## src/hw/rtl/i2cm_pkg.sv

```systemverilog
package i2cm_pkg;

    // Width of the phase timer; durations above its maximum saturate
    localparam int TIMER_BITS = 16;
    localparam logic [TIMER_BITS-1:0] TICK_MAX = '1;

    typedef logic [TIMER_BITS-1:0] t_ticks;

    // Request type codes on the input channel (code 3 is reserved)
    localparam logic [1:0] REQ_TICK  = 2'd0;
    localparam logic [1:0] REQ_START = 2'd1;
    localparam logic [1:0] REQ_BYTE  = 2'd2;

    // Configuration register indexes
    localparam logic [1:0] CFG_LOW  = 2'd0;
    localparam logic [1:0] CFG_HIGH = 2'd1;
    localparam logic [1:0] CFG_ACK  = 2'd2;

    // Register reset values
    localparam logic [15:0] RST_LOW  = 16'd2;
    localparam logic [15:0] RST_HIGH = 16'd5;
    localparam logic [15:0] RST_ACK  = 16'd1000;

    typedef enum logic [1:0] {
        CMD_TICK,
        CMD_START,
        CMD_BYTE,
        CMD_NONE
    } t_cmd_kind;

    typedef enum logic [2:0] {
        ST_OK           = 3'd0,
        ST_ADDR_NACK    = 3'd1,
        ST_REG_NACK     = 3'd2,
        ST_DATA_NACK    = 3'd3,
        ST_RD_ADDR_NACK = 3'd4
    } t_status;

    typedef struct packed {
        logic        we;
        logic [1:0]  idx;
        logic [15:0] data;
    } t_cfg_wr;

    typedef struct packed {
        t_cmd_kind   kind;
        logic        sda;
        logic        read_mode;
        logic [6:0]  target_addr;
        logic [7:0]  reg_addr;
        logic [7:0]  byte_count;
        logic [7:0]  data_byte;
    } t_cmd;

    // Clamp a tick count: zero acts as one, large counts saturate
    function automatic t_ticks f_span(input logic [15:0] v);
        logic [63:0] w;
        w = 64'(v);
        if (w == 64'd0) w = 64'd1;
        if (w > 64'(TICK_MAX)) w = 64'(TICK_MAX);
        return w[TIMER_BITS-1:0];
    endfunction

endpackage

```

## src/hw/rtl/i2cm_ifs.sv

```systemverilog
// Request channel into the controller
interface i2cm_req_if;
    logic       valid;
    logic       ready;
    logic [1:0] req_type;
    logic       sda_in;
    logic       read_mode;
    logic [6:0] target_addr;
    logic [7:0] reg_addr;
    logic [7:0] byte_count;
    logic [7:0] data_byte;

    modport source (
        output valid, req_type, sda_in, read_mode, target_addr, reg_addr, byte_count,
               data_byte,
        input  ready
    );
    modport sink (
        input  valid, req_type, sda_in, read_mode, target_addr, reg_addr, byte_count,
               data_byte,
        output ready
    );
endinterface

// Result channel out of the controller
interface i2cm_res_if;
    logic       valid;
    logic       ready;
    logic       scl_level;
    logic       sda_level;
    logic       busy_res;
    logic       need_byte;
    logic [7:0] rx_data;
    logic       rx_valid;
    logic       rx_last;
    logic       done_res;
    logic [2:0] status;

    modport source (
        output valid, scl_level, sda_level, busy_res, need_byte, rx_data, rx_valid,
               rx_last, done_res, status,
        input  ready
    );
    modport sink (
        input  valid, scl_level, sda_level, busy_res, need_byte, rx_data, rx_valid,
               rx_last, done_res, status,
        output ready
    );
endinterface

```

## src/hw/rtl/i2cm_front.sv

```systemverilog
module i2cm_front (
    input  logic            i_clk,
    input  logic            i_rst_n,
    i2cm_req_if.sink        i_req,
    output logic            o_cmd_valid,
    output i2cm_pkg::t_cmd  o_cmd,
    input  logic            i_cmd_pop
);
    import i2cm_pkg::*;

    t_cmd       w_cmd;
    t_cmd       r_q [2];
    logic       r_wr_ptr;
    logic       r_rd_ptr;
    logic [1:0] r_count;
    logic       w_push;
    logic       w_pop;

    // Classify the request and normalize its fields
    always_comb begin
        w_cmd.sda         = i_req.sda_in;
        w_cmd.read_mode   = i_req.read_mode;
        w_cmd.target_addr = i_req.target_addr;
        w_cmd.reg_addr    = i_req.reg_addr;
        w_cmd.byte_count  = (i_req.byte_count == 8'd0) ? 8'd1 : i_req.byte_count;
        w_cmd.data_byte   = i_req.data_byte;
        unique case (i_req.req_type)
            REQ_TICK:  w_cmd.kind = CMD_TICK;
            REQ_START: w_cmd.kind = CMD_START;
            REQ_BYTE:  w_cmd.kind = CMD_BYTE;
            default:   w_cmd.kind = CMD_NONE;
        endcase
    end

    assign i_req.ready = (r_count != 2'd2);
    assign w_push      = i_req.valid && i_req.ready;
    assign w_pop       = i_cmd_pop && (r_count != 2'd0);
    assign o_cmd_valid = (r_count != 2'd0);
    assign o_cmd       = r_q[r_rd_ptr];

    // Hold queued requests
    always_ff @(posedge i_clk) begin
        if (w_push) begin
            r_q[r_wr_ptr] <= w_cmd;
        end
    end

    // Advance queue pointers and fill count
    always_ff @(posedge i_clk) begin
        if (!i_rst_n) begin
            r_wr_ptr <= 1'b0;
            r_rd_ptr <= 1'b0;
            r_count  <= 2'd0;
        end else begin
            if (w_push) r_wr_ptr <= ~r_wr_ptr;
            if (w_pop)  r_rd_ptr <= ~r_rd_ptr;
            if (w_push && !w_pop) r_count <= r_count + 2'd1;
            else if (w_pop && !w_push) r_count <= r_count - 2'd1;
        end
    end

endmodule

```

## src/hw/rtl/i2cm_engine.sv

```systemverilog
module i2cm_engine (
    input  logic              i_clk,
    input  logic              i_rst_n,
    input  i2cm_pkg::t_cfg_wr i_cfg,
    input  logic              i_cmd_valid,
    input  i2cm_pkg::t_cmd    i_cmd,
    output logic              o_cmd_pop,
    i2cm_res_if.source        o_res
);
    import i2cm_pkg::*;

    typedef enum logic [4:0] {
        PH_IDLE, PH_STA_A, PH_STA_B, PH_STA_C, PH_RS_LOW, PH_BIT_SET, PH_BIT_HIGH,
        PH_BIT_HOLD, PH_ACK_LOW, PH_ACK_HIGH, PH_ACK_WAIT, PH_ACK_TAIL, PH_NEED,
        PH_RD_LOW, PH_RD_HIGH, PH_MA_SET, PH_MA_HIGH, PH_MA_HOLD,
        PH_STP_A, PH_STP_B, PH_STP_C, PH_STP_D
    } t_phase;

    typedef enum logic [1:0] {
        STG_ADDR_W, STG_REG, STG_DATA, STG_ADDR_R
    } t_stage;

    typedef struct packed {
        logic       scl_level;
        logic       sda_level;
        logic       busy_res;
        logic       need_byte;
        logic [7:0] rx_data;
        logic       rx_valid;
        logic       rx_last;
        logic       done_res;
        t_status    status;
    } t_res;

    t_ticks     r_low, r_high, r_ack;
    t_phase     r_phase, n_phase;
    t_ticks     r_timer, n_timer;
    logic [2:0] r_bit_idx, n_bit_idx;
    logic [7:0] r_shift, n_shift;
    logic [7:0] r_bytes_left, n_bytes_left;
    logic [6:0] r_dev, n_dev;
    logic [7:0] r_reg, n_reg;
    logic       r_rd_mode, n_rd_mode;
    logic       r_pend_valid, n_pend_valid;
    logic [7:0] r_pend_data, n_pend_data;
    t_stage     r_stage, n_stage;
    t_status    r_end_code, n_end_code;
    logic       r_out_valid;
    t_res       r_out, n_out;

    logic       w_step;
    t_ticks     w_inc;
    t_ticks     w_len;
    logic       w_expire;
    logic [7:0] w_rd_shift;

    assign w_step    = i_cmd_valid && (!r_out_valid || o_res.ready);
    assign o_cmd_pop = w_step;

    // Pick the length of the current phase and step the shared timer
    always_comb begin
        unique case (r_phase)
            PH_STA_A, PH_STA_B, PH_BIT_HIGH, PH_ACK_HIGH, PH_RD_HIGH, PH_MA_HIGH,
            PH_STP_C, PH_STP_D: w_len = r_high;
            PH_ACK_WAIT:        w_len = r_ack;
            default:            w_len = r_low;
        endcase
        w_inc    = (r_timer == TICK_MAX) ? r_timer : r_timer + 1'b1;
        w_expire = (w_inc >= w_len);
    end

    assign w_rd_shift = {r_shift[6:0], i_cmd.sda};

    // Bus sequencer: next state for one request
    always_comb begin
        n_phase      = r_phase;
        n_timer      = r_timer;
        n_bit_idx    = r_bit_idx;
        n_shift      = r_shift;
        n_bytes_left = r_bytes_left;
        n_dev        = r_dev;
        n_reg        = r_reg;
        n_rd_mode    = r_rd_mode;
        n_pend_valid = r_pend_valid;
        n_pend_data  = r_pend_data;
        n_stage      = r_stage;
        n_end_code   = r_end_code;
        n_out        = '0;

        unique case (i_cmd.kind)
            CMD_START: begin
                if (r_phase == PH_IDLE) begin
                    n_rd_mode    = i_cmd.read_mode;
                    n_dev        = i_cmd.target_addr;
                    n_reg        = i_cmd.reg_addr;
                    n_bytes_left = i_cmd.byte_count;
                    n_pend_valid = 1'b0;
                    n_bit_idx    = '0;
                    n_end_code   = ST_OK;
                    n_stage      = STG_ADDR_W;
                    n_phase      = PH_STA_A;
                    n_timer      = '0;
                end
            end
            CMD_BYTE: begin
                n_pend_valid = 1'b1;
                n_pend_data  = i_cmd.data_byte;
            end
            CMD_TICK: begin
                // Timed phases restart the timer on expiry, which always moves on
                n_timer = w_expire ? '0 : w_inc;
                unique case (r_phase)
                    PH_STA_A: if (w_expire) n_phase = PH_STA_B;
                    PH_STA_B: if (w_expire) n_phase = PH_STA_C;
                    PH_STA_C: begin
                        if (w_expire) begin
                            n_shift   = {r_dev, (r_stage == STG_ADDR_R)};
                            n_bit_idx = '0;
                            n_phase   = PH_BIT_SET;
                        end
                    end
                    PH_RS_LOW:   if (w_expire) n_phase = PH_STA_A;
                    PH_BIT_SET:  if (w_expire) n_phase = PH_BIT_HIGH;
                    PH_BIT_HIGH: if (w_expire) n_phase = PH_BIT_HOLD;
                    PH_BIT_HOLD: begin
                        if (w_expire) begin
                            n_shift = {r_shift[6:0], 1'b0};
                            if (r_bit_idx == 3'd7) begin
                                n_bit_idx = '0;
                                n_phase   = PH_ACK_LOW;
                            end else begin
                                n_bit_idx = r_bit_idx + 3'd1;
                                n_phase   = PH_BIT_SET;
                            end
                        end
                    end
                    PH_ACK_LOW:  if (w_expire) n_phase = PH_ACK_HIGH;
                    PH_ACK_HIGH: if (w_expire) n_phase = PH_ACK_WAIT;
                    PH_ACK_WAIT: begin
                        if (!i_cmd.sda) begin
                            n_timer = '0;
                            n_phase = PH_ACK_TAIL;
                        end else if (w_expire) begin
                            unique case (r_stage)
                                STG_ADDR_W: n_end_code = ST_ADDR_NACK;
                                STG_REG:    n_end_code = ST_REG_NACK;
                                STG_DATA:   n_end_code = ST_DATA_NACK;
                                default:    n_end_code = ST_RD_ADDR_NACK;
                            endcase
                            n_phase = PH_STP_A;
                        end
                    end
                    PH_ACK_TAIL: begin
                        if (w_expire) begin
                            unique case (r_stage)
                                STG_ADDR_W: begin
                                    n_stage = STG_REG;
                                    n_shift = r_reg;
                                    n_phase = PH_BIT_SET;
                                end
                                STG_REG: begin
                                    if (r_rd_mode) begin
                                        n_stage = STG_ADDR_R;
                                        n_phase = PH_RS_LOW;
                                    end else begin
                                        n_stage = STG_DATA;
                                        n_phase = PH_NEED;
                                    end
                                end
                                STG_DATA: begin
                                    n_bytes_left = r_bytes_left - 8'd1;
                                    if (r_bytes_left == 8'd1) begin
                                        n_end_code = ST_OK;
                                        n_phase    = PH_STP_A;
                                    end else begin
                                        n_phase = PH_NEED;
                                    end
                                end
                                default: begin
                                    n_shift   = '0;
                                    n_bit_idx = '0;
                                    n_phase   = PH_RD_LOW;
                                end
                            endcase
                        end
                    end
                    PH_NEED: begin
                        n_timer = r_timer;
                        if (r_pend_valid) begin
                            n_shift      = r_pend_data;
                            n_pend_valid = 1'b0;
                            n_bit_idx    = '0;
                            n_timer      = '0;
                            n_phase      = PH_BIT_SET;
                        end
                    end
                    PH_RD_LOW: if (w_expire) n_phase = PH_RD_HIGH;
                    PH_RD_HIGH: begin
                        if (w_expire) begin
                            n_shift = w_rd_shift;
                            if (r_bit_idx == 3'd7) begin
                                n_bit_idx      = '0;
                                n_out.rx_valid = 1'b1;
                                n_out.rx_data  = w_rd_shift;
                                n_out.rx_last  = (r_bytes_left <= 8'd1);
                                n_phase        = PH_MA_SET;
                            end else begin
                                n_bit_idx = r_bit_idx + 3'd1;
                                n_phase   = PH_RD_LOW;
                            end
                        end
                    end
                    PH_MA_SET:  if (w_expire) n_phase = PH_MA_HIGH;
                    PH_MA_HIGH: if (w_expire) n_phase = PH_MA_HOLD;
                    PH_MA_HOLD: begin
                        if (w_expire) begin
                            if (r_bytes_left <= 8'd1) begin
                                n_bytes_left = '0;
                                n_end_code   = ST_OK;
                                n_phase      = PH_STP_A;
                            end else begin
                                n_bytes_left = r_bytes_left - 8'd1;
                                n_shift      = '0;
                                n_phase      = PH_RD_LOW;
                            end
                        end
                    end
                    PH_STP_A: if (w_expire) n_phase = PH_STP_B;
                    PH_STP_B: if (w_expire) n_phase = PH_STP_C;
                    PH_STP_C: if (w_expire) n_phase = PH_STP_D;
                    PH_STP_D: begin
                        if (w_expire) begin
                            n_out.done_res = 1'b1;
                            n_out.status   = r_end_code;
                            n_end_code     = ST_OK;
                            n_phase        = PH_IDLE;
                        end
                    end
                    default: begin
                        n_timer = '0;
                        n_phase = PH_IDLE;
                    end
                endcase
            end
            default: ;
        endcase

        // Drive levels follow the phase that the request leaves behind
        unique case (n_phase)
            PH_IDLE, PH_STA_A, PH_ACK_HIGH, PH_ACK_WAIT, PH_RD_HIGH, PH_STP_D: begin
                n_out.scl_level = 1'b1;
                n_out.sda_level = 1'b1;
            end
            PH_STA_B, PH_STP_C: begin
                n_out.scl_level = 1'b1;
                n_out.sda_level = 1'b0;
            end
            PH_STA_C, PH_STP_B: begin
                n_out.scl_level = 1'b0;
                n_out.sda_level = 1'b0;
            end
            PH_BIT_SET, PH_BIT_HOLD: begin
                n_out.scl_level = 1'b0;
                n_out.sda_level = n_shift[7];
            end
            PH_BIT_HIGH: begin
                n_out.scl_level = 1'b1;
                n_out.sda_level = n_shift[7];
            end
            PH_MA_SET, PH_MA_HOLD: begin
                n_out.scl_level = 1'b0;
                n_out.sda_level = (n_bytes_left <= 8'd1);
            end
            PH_MA_HIGH: begin
                n_out.scl_level = 1'b1;
                n_out.sda_level = (n_bytes_left <= 8'd1);
            end
            default: begin
                n_out.scl_level = 1'b0;
                n_out.sda_level = 1'b1;
            end
        endcase
        n_out.busy_res  = (n_phase != PH_IDLE);
        n_out.need_byte = (n_phase == PH_NEED) && !n_pend_valid;
    end

    // Hold state, configuration and the result register
    always_ff @(posedge i_clk) begin
        if (!i_rst_n) begin
            r_low        <= f_span(RST_LOW);
            r_high       <= f_span(RST_HIGH);
            r_ack        <= f_span(RST_ACK);
            r_phase      <= PH_IDLE;
            r_timer      <= '0;
            r_bit_idx    <= '0;
            r_shift      <= '0;
            r_bytes_left <= '0;
            r_dev        <= '0;
            r_reg        <= '0;
            r_rd_mode    <= 1'b0;
            r_pend_valid <= 1'b0;
            r_pend_data  <= '0;
            r_stage      <= STG_ADDR_W;
            r_end_code   <= ST_OK;
            r_out_valid  <= 1'b0;
            r_out        <= '0;
        end else begin
            if (i_cfg.we) begin
                unique case (i_cfg.idx)
                    CFG_LOW:  r_low  <= f_span({8'd0, i_cfg.data[7:0]});
                    CFG_HIGH: r_high <= f_span({8'd0, i_cfg.data[7:0]});
                    CFG_ACK:  r_ack  <= f_span(i_cfg.data);
                    default: ;
                endcase
            end
            if (w_step) begin
                r_phase      <= n_phase;
                r_timer      <= n_timer;
                r_bit_idx    <= n_bit_idx;
                r_shift      <= n_shift;
                r_bytes_left <= n_bytes_left;
                r_dev        <= n_dev;
                r_reg        <= n_reg;
                r_rd_mode    <= n_rd_mode;
                r_pend_valid <= n_pend_valid;
                r_pend_data  <= n_pend_data;
                r_stage      <= n_stage;
                r_end_code   <= n_end_code;
                r_out        <= n_out;
                r_out_valid  <= 1'b1;
            end else if (o_res.ready) begin
                r_out_valid <= 1'b0;
            end
        end
    end

    assign o_res.valid     = r_out_valid;
    assign o_res.scl_level = r_out.scl_level;
    assign o_res.sda_level = r_out.sda_level;
    assign o_res.busy_res  = r_out.busy_res;
    assign o_res.need_byte = r_out.need_byte;
    assign o_res.rx_data   = r_out.rx_data;
    assign o_res.rx_valid  = r_out.rx_valid;
    assign o_res.rx_last   = r_out.rx_last;
    assign o_res.done_res  = r_out.done_res;
    assign o_res.status    = r_out.status;

endmodule

```

## src/hw/rtl/i2c_master_register_access_core.sv

```systemverilog
// I2C master for 7-bit addressed register access. Every request (a timing
// tick carrying the sampled SDA level, a transaction start, a write data
// byte or a reserved code) yields exactly one result with the SCL/SDA drive
// levels, busy and need-byte flags, any received byte and the
// end-of-transaction status. The block takes one request per clock,
// sustained, as long as results are taken; a request's result passes
// through the two-entry request queue and then the result register before
// it can be taken. The one-request-per-clock rate is set by the bus
// sequencer, which updates its whole state once per request. Configuration
// may be written only while the block is idle.
module i2c_master_register_access_core (
    input  logic        i_clk,
    input  logic        i_rst_n,
    input  logic        i_cfg_we,
    input  logic [1:0]  i_cfg_idx,
    input  logic [15:0] i_cfg_data,
    i2cm_req_if.sink    i_req,
    i2cm_res_if.source  o_res
);
    import i2cm_pkg::*;

    t_cfg_wr w_cfg;
    t_cmd    w_cmd;
    logic    w_cmd_valid;
    logic    w_cmd_pop;

    assign w_cfg.we   = i_cfg_we;
    assign w_cfg.idx  = i_cfg_idx;
    assign w_cfg.data = i_cfg_data;

    // Accept and classify requests
    i2cm_front u_front (
        .i_clk       (i_clk),
        .i_rst_n     (i_rst_n),
        .i_req       (i_req),
        .o_cmd_valid (w_cmd_valid),
        .o_cmd       (w_cmd),
        .i_cmd_pop   (w_cmd_pop)
    );

    // Run the bus sequence
    i2cm_engine u_engine (
        .i_clk       (i_clk),
        .i_rst_n     (i_rst_n),
        .i_cfg       (w_cfg),
        .i_cmd_valid (w_cmd_valid),
        .i_cmd       (w_cmd),
        .o_cmd_pop   (w_cmd_pop),
        .o_res       (o_res)
    );

    // A received byte and the end of a transaction never share a result
    a_rx_not_done: assert property (@(posedge i_clk) disable iff (!i_rst_n)
        o_res.valid |-> !(o_res.rx_valid && o_res.done_res))
        else $error("received byte reported together with transaction end");

    // An error code is only reported with the end of a transaction
    a_status_with_done: assert property (@(posedge i_clk) disable iff (!i_rst_n)
        (o_res.valid && !o_res.done_res) |-> (o_res.status == ST_OK))
        else $error("status code without transaction end");

    // Transaction end leaves the bus released and the block idle
    a_done_released: assert property (@(posedge i_clk) disable iff (!i_rst_n)
        (o_res.valid && o_res.done_res) |->
            (!o_res.busy_res && o_res.scl_level && o_res.sda_level))
        else $error("bus not released at transaction end");

    // Waiting for a write byte holds SCL low inside a transaction
    a_need_scl_low: assert property (@(posedge i_clk) disable iff (!i_rst_n)
        (o_res.valid && o_res.need_byte) |-> (!o_res.scl_level && o_res.busy_res))
        else $error("write byte wait without SCL held low");

endmodule

```

## src/flat_wrapper.sv

```systemverilog
// flat-port wrapper written by rule: the top's interface ports become plain ports
module i2c_master_register_access_core_flat import i2cm_pkg::*;
  (i_clk, i_rst_n, i_cfg_we, i_cfg_idx, i_cfg_data, i_req_valid, i_req_req_type, i_req_sda_in, i_req_read_mode, i_req_target_addr, i_req_reg_addr, i_req_byte_count, i_req_data_byte, i_req_ready, o_res_valid, o_res_scl_level, o_res_sda_level, o_res_busy_res, o_res_need_byte, o_res_rx_data, o_res_rx_valid, o_res_rx_last, o_res_done_res, o_res_status, o_res_ready);
  i2cm_req_if i_req_i ();
  i2cm_res_if o_res_i ();
  input  logic i_clk;
  input  logic i_rst_n;
  input  logic i_cfg_we;
  input  logic [1:0] i_cfg_idx;
  input  logic [15:0] i_cfg_data;
  input wire logic [$bits(i_req_i.valid)-1:0] i_req_valid;
  input wire logic [$bits(i_req_i.req_type)-1:0] i_req_req_type;
  input wire logic [$bits(i_req_i.sda_in)-1:0] i_req_sda_in;
  input wire logic [$bits(i_req_i.read_mode)-1:0] i_req_read_mode;
  input wire logic [$bits(i_req_i.target_addr)-1:0] i_req_target_addr;
  input wire logic [$bits(i_req_i.reg_addr)-1:0] i_req_reg_addr;
  input wire logic [$bits(i_req_i.byte_count)-1:0] i_req_byte_count;
  input wire logic [$bits(i_req_i.data_byte)-1:0] i_req_data_byte;
  output wire logic [$bits(i_req_i.ready)-1:0] i_req_ready;
  output wire logic [$bits(o_res_i.valid)-1:0] o_res_valid;
  output wire logic [$bits(o_res_i.scl_level)-1:0] o_res_scl_level;
  output wire logic [$bits(o_res_i.sda_level)-1:0] o_res_sda_level;
  output wire logic [$bits(o_res_i.busy_res)-1:0] o_res_busy_res;
  output wire logic [$bits(o_res_i.need_byte)-1:0] o_res_need_byte;
  output wire logic [$bits(o_res_i.rx_data)-1:0] o_res_rx_data;
  output wire logic [$bits(o_res_i.rx_valid)-1:0] o_res_rx_valid;
  output wire logic [$bits(o_res_i.rx_last)-1:0] o_res_rx_last;
  output wire logic [$bits(o_res_i.done_res)-1:0] o_res_done_res;
  output wire logic [$bits(o_res_i.status)-1:0] o_res_status;
  input wire logic [$bits(o_res_i.ready)-1:0] o_res_ready;
  assign i_req_i.valid = i_req_valid;
  assign i_req_i.req_type = i_req_req_type;
  assign i_req_i.sda_in = i_req_sda_in;
  assign i_req_i.read_mode = i_req_read_mode;
  assign i_req_i.target_addr = i_req_target_addr;
  assign i_req_i.reg_addr = i_req_reg_addr;
  assign i_req_i.byte_count = i_req_byte_count;
  assign i_req_i.data_byte = i_req_data_byte;
  assign i_req_ready = i_req_i.ready;
  assign o_res_valid = o_res_i.valid;
  assign o_res_scl_level = o_res_i.scl_level;
  assign o_res_sda_level = o_res_i.sda_level;
  assign o_res_busy_res = o_res_i.busy_res;
  assign o_res_need_byte = o_res_i.need_byte;
  assign o_res_rx_data = o_res_i.rx_data;
  assign o_res_rx_valid = o_res_i.rx_valid;
  assign o_res_rx_last = o_res_i.rx_last;
  assign o_res_done_res = o_res_i.done_res;
  assign o_res_status = o_res_i.status;
  assign o_res_i.ready = o_res_ready;
  i2c_master_register_access_core u_core (.i_clk(i_clk), .i_rst_n(i_rst_n), .i_cfg_we(i_cfg_we), .i_cfg_idx(i_cfg_idx), .i_cfg_data(i_cfg_data), .i_req(i_req_i), .o_res(o_res_i));
endmodule
```

## config.mk

```make
export PLATFORM = sky130hd
export DESIGN_NAME = i2c_master_register_access_core_flat
export DESIGN_NICKNAME = d
export VERILOG_FILES = /design/src/hw/rtl/i2cm_pkg.sv /design/src/hw/rtl/i2cm_ifs.sv /design/src/hw/rtl/i2cm_front.sv /design/src/hw/rtl/i2cm_engine.sv /design/src/hw/rtl/i2c_master_register_access_core.sv /design/src/flat_wrapper.sv
export SDC_FILE = /design/constraint.sdc
export NUM_CORES = 1
export LEC_CHECK = 0
export ABC_AREA = 0
export BUFFER_PORTS_ARGS = -buffer_cell sky130_fd_sc_hd__buf_2
export CELL_PAD_IN_SITES_DETAIL_PLACEMENT = 1
export CELL_PAD_IN_SITES_GLOBAL_PLACEMENT = 1
export CORE_ASPECT_RATIO = 0.9
export CORE_MARGIN = 8
export CORE_UTILIZATION = 51
export CTS_CLUSTER_SIZE = 8
export DETAILED_ROUTE_END_ITERATION = 8
export HOLD_SLACK_MARGIN = 0.15
export PLACE_DENSITY = 0.86
export SETUP_SLACK_MARGIN = 0.02
export SLEW_MARGIN = 40
export SYNTH_ARGS = -nofsm -noshare
export SYNTH_HDL_FRONTEND = slang
export SYNTH_SLANG_ARGS = --single-unit
```

## constraint.sdc

```tcl
create_clock -name i_clk -period 9.85 [get_ports i_clk]
set_clock_uncertainty 0.15 [all_clocks]
set_input_delay 0.4925 -clock i_clk [delete_from_list [all_inputs] [get_ports i_clk]]
set_output_delay 0.4925 -clock i_clk [all_outputs]
set_load 0.01 [all_outputs]
```

==> results.rst <==
.. list-table::
   :header-rows: 1

   * - Metric
     - Value
   * - Max capacitance violation total
     - 0
   * - Cell count after synthesis
     - 1051
   * - Final-report max-slew violation count
     - 0
   * - Maximum single-stage delay on the critical path
     - 0.86 ns
   * - Hold-fix buffers, CTS
     - 42
   * - Worst skew pair latency
     - 0.46 ns
   * - Fraction of layout cells with a size suffix above 1
     - 0.139
   * - Number of nets at the end of the flow
     - 1221
   * - CTS root buf
     - sky130_fd_sc_hd__clkbuf_16
   * - Met3 routing resource usage after global routing
     - 0.0731
   * - Worst reg2reg endpoint
     - u_core.u_engine.o_res.sda_level$_SDFFE_PN0P_
   * - Core area
     - 19300 sq um
   * - Largest registers
     - u_core.u_front.r_q: 70 flops, u_core.u_engine.r_ack: 16 flops, u_core.u_engine.r_timer: 16 flops
   * - Residual DRC count
     - 0
   * - Cell area after synthesis
     - 10100 sq um
   * - Average wire per standard cell
     - 25.6 microns
   * - Hold violation total from the final report
     - 0
   * - Cells on worst reg2reg path
     - 16
   * - Result of the run
     - completed
   * - Placed Cells
     - 1325
   * - Final period demand of the worst path
     - 5.99 ns
   * - Met1 track demand over resource
     - 0.354
   * - Leakage power total
     - 4.60 nW
   * - Initial antenna violation count
     - 0
   * - Post-synthesis cell type with the largest combined area
     - sky130_fd_sc_hd__dfxtp_1
   * - Area of the die
     - 24500 sq um
   * - Top reg by flops
     - u_core.u_front.r_q
   * - Area share of the leading cell type in the synthesized netlist
     - 0.251
   * - Count of buffers inserted at the top-level ports
     - 77
   * - Clock-pin slew on the worst setup and hold paths
     - 0.09 ns
   * - Pwr dens
     - 253 nW/um^2
   * - Number of primary I/O pins
     - 78
   * - Cell Chain, Critical Path
     - nand2b_1, a21oi_1, o22ai_2, nor2_1, a21oi_1, ha_1, and3_1, o21ai_0, a311oi_2, nor3_2, buf_4, a221o_1, a2111oi_4, nor3_1, or4_1, o211ai_2
   * - Transition time of the tightest slew-check pin
     - 0.912 ns
   * - Setup repair after global routing missed its margin
     - no
   * - Total power draw
     - 2.97 mW
   * - Final GP Congestion
     - 0.901
   * - Global Route Usage Sum
     - 0.293
   * - Class of the tightest hold or removal check
     - primary input to flip-flop
   * - Cell seen most often among critical-path stages
     - sky130_fd_sc_hd__a21oi_1
   * - Net count after synthesis
     - 1136
   * - Total grt overflow
     - 0
   * - R2r startpoint
     - u_core.u_engine.r_phase[3]$_SDFFE_PN0P_
   * - Internal reg-to-reg setup slack
     - 3.86 ns
   * - DIE HEIGHT
     - 149 microns
   * - Total number of placement rows
     - 48
   * - Utilization after layout
     - 0.608
   * - Maximum buffer depth of the clock tree
     - 2
   * - Number of search-and-repair iterations in the first detailed-routing pass
     - 6
   * - Fin cells
     - 1399
   * - Count of flip-flops with a built-in enable after synthesis
     - 70
   * - Largest delay share family, worst path
     - compound AO/OA/AOI/OAI gates
   * - Clock tree from TritonCTS
     - built
   * - Largest fanout of any net on the critical path
     - 23
   * - Timing endpoint of the critical path
     - u_core.u_engine.o_res.sda_level$_SDFFE_PN0P_
   * - Average cell area after synthesis
     - 9.56 sq um
   * - Detailed placement HPWL
     - 20.4 mm
   * - Number of synthesized register bits
     - 196
   * - First DRT Iteration DRCs
     - 1023
   * - Area Growth Syn to Fin
     - 16.6%
   * - Critical path buffers and inverters
     - 1
   * - Commonest cells post-synth
     - sky130_fd_sc_hd__dfxtp_1 (126), sky130_fd_sc_hd__nand2_1 (125), sky130_fd_sc_hd__nor2_1 (72)
   * - F_max
     - 0.167 GHz
   * - CP arrival
     - 6.22 ns
   * - Via count of the first global-routing pass
     - 9750
   * - Die Width
     - 164 microns
   * - Maximum number of pins on one net before global-route repair
     - 72
   * - Most numerous cell in the Yosys netlist
     - sky130_fd_sc_hd__dfxtp_1
   * - Top_reg_cell synth
     - sky130_fd_sc_hd__dfxtp_1
   * - Most heavily used metal layer in global routing
     - met2
   * - Antenna diode count
     - 0
   * - Final ANT Viol Nets
     - 0
   * - Wire length after detailed routing
     - 35.9 mm
   * - Count of synthesis-stage warnings from yosys
     - 0
   * - Hold Slack
     - 0.151 ns
   * - Number of buffers created by CTS
     - 17
   * - Wire length of the first global-routing pass
     - 55.8 mm
   * - Post-CTS setup buffers
     - 0
   * - Total clock sinks
     - 196
   * - Crit path depth
     - 16
   * - Share of flip-flops with an asynchronous set or reset after synthesis
     - 0
   * - Max H-tree Level
     - 4
   * - Count of endpoints failing setup in the final report
     - 0
   * - Final worst path period share
     - 0.608
   * - Worst voltage drop across the vdd grid
     - 209 uV
   * - Worst setup path class
     - flip-flop to flip-flop
   * - Initial Util
     - 0.521
   * - Portion of the post-synthesis area used by sequential elements
     - 0.460
   * - Met2 GRT Util
     - 0.491
   * - Biggest area contributors in the synthesized netlist
     - sky130_fd_sc_hd__dfxtp_1 (25%), sky130_fd_sc_hd__edfxtp_1 (21%), sky130_fd_sc_hd__mux2i_1 (5.0%), sky130_fd_sc_hd__nand2_1 (4.7%), sky130_fd_sc_hd__ha_1 (3.4%)
   * - Post-cts repair resize count
     - 0
   * - Number of flip-flops under the largest register name
     - 70
   * - CP endpoint kind
     - flip-flop
   * - Distinct cell type count after synthesis
     - 76
   * - Total number of vias
     - 9279
   * - Post-route setup TNS
     - 0 ns
   * - Startpoint Class
     - flip-flop
   * - Worst EP required
     - 10.08 ns
   * - Startpoint of the worst setup timing path
     - u_core.u_engine.r_phase[3]$_SDFFE_PN0P_
   * - Via/cell ratio
     - 6.63
   * - Worst max-slew margin expressed relative to the limit
     - 0.390
   * - Worst-path cell with the longest stage delay
     - sky130_fd_sc_hd__dfxtp_1
[stage by stage]
| step | worst slack (ns) | cell area, sq um |
|---|---|---|
| floorplan | 4.76 | 10100 |
| global placement | 4.26 | 10600 |
| detailed placement | 4.12 | 10600 |
| CTS | 3.95 | 11700 |
| global route | 3.50 | 11700 |
| finish | 3.86 | 11700 |
[worst min-delay path by stage]
| stage | startpoint | endpoint | slack [ns] | depth (start not counted) |
|---|---|---|---|---|
| floorplan | u_core.u_engine.r_ack[8]$_SDFFE_PN1P_ | u_core.u_engine.r_ack[8]$_SDFFE_PN1P_ | 0.29 | 2 |
| global placement | u_core.u_engine.r_ack[5]$_SDFFE_PN1P_ | u_core.u_engine.r_ack[5]$_SDFFE_PN1P_ | 0.30 | 2 |
| detailed placement | u_core.u_engine.r_ack[12]$_SDFFE_PN0P_ | u_core.u_engine.r_ack[12]$_SDFFE_PN0P_ | 0.31 | 2 |
| CTS | i_cfg_data[3] | u_core.u_engine.r_ack[3]$_SDFFE_PN1P_ | 0.15 | 3 |
| global route | i_cfg_data[3] | u_core.u_engine.r_ack[3]$_SDFFE_PN1P_ | 0.17 | 3 |
| finish | i_cfg_data[3] | u_core.u_engine.r_ack[3]$_SDFFE_PN1P_ | 0.15 | 3 |
[metal layers]
metal,vias to the layer above,share of wire,wire (microns)
met5,-,0,0
met4,0,0.039,1420
met3,135,0.088,3150
met2,519,0.49,17500
met1,4564,0.39,13800
li1,4061,-,-
[cell usage in the layout (no fill, tap or decap), types with 17 or more instances in the layout]
cell and count:
sky130_fd_sc_hd__nand3_1 25, sky130_fd_sc_hd__inv_1 17, sky130_fd_sc_hd__clkbuf_16 17, sky130_fd_sc_hd__o21ai_0 33, sky130_fd_sc_hd__edfxtp_1 70, sky130_fd_sc_hd__nor3_1 17
sky130_fd_sc_hd__nor2_1 70, sky130_fd_sc_hd__nor2b_1 52, sky130_fd_sc_hd__buf_4 17, sky130_fd_sc_hd__buf_2 77, sky130_fd_sc_hd__dlygate4sd3_1 42, sky130_fd_sc_hd__dfxtp_1 125
sky130_fd_sc_hd__a21oi_1 55, sky130_fd_sc_hd__a21boi_0 20, sky130_fd_sc_hd__a22oi_1 28, sky130_fd_sc_hd__nand2_1 125, sky130_fd_sc_hd__o211a_1 33, sky130_fd_sc_hd__ha_1 27
sky130_fd_sc_hd__mux2i_1 50
[final cells by class]
type / instances / area [sq um]
clock buffer: 17 / 425
clock inverter: 15 / 205
fill: 2106 / 7560
inverter: 17 / 63.8
multi-input combinational: 767 / 5130
sequential: 196 / 4630
tap: 250 / 313
timing repair buffer: 137 / 948
[worst register-to-register path, delay by kind of cell, from the launching register on]
family                     cells  cell delay, ns
AOI/OAI and AO/OA              8            2.40
adders and majority gates      1            0.32
buffers and inverters          1            0.25
DFF                            1            0.86
and+or+nand+nor                6            1.93
[power breakdown]
group | switching (mW) | leakage (nW) | internal (mW)
Sequential | 0.0922 | 1.68 | 0.950
Clock | 0.400 | 0.306 | 0.356
Combinational | 0.785 | 2.62 | 0.384
Total | 1.28 | 4.60 | 1.69
[cell families after synthesis]
| family | synth area share |
|---|---|
| AND/OR/NAND/NOR | 0.199 |
| XOR/XNOR | 0.0148 |
| adder cells (fa/ha/maj) | 0.0336 |
| flip-flops | 0.460 |
| AO/OA/AOI/OAI | 0.202 |
| buffers and inverters | 0.0347 |
| multiplexers | 0.0565 |
No activity file was read; power rests on OpenSTA's default activity.
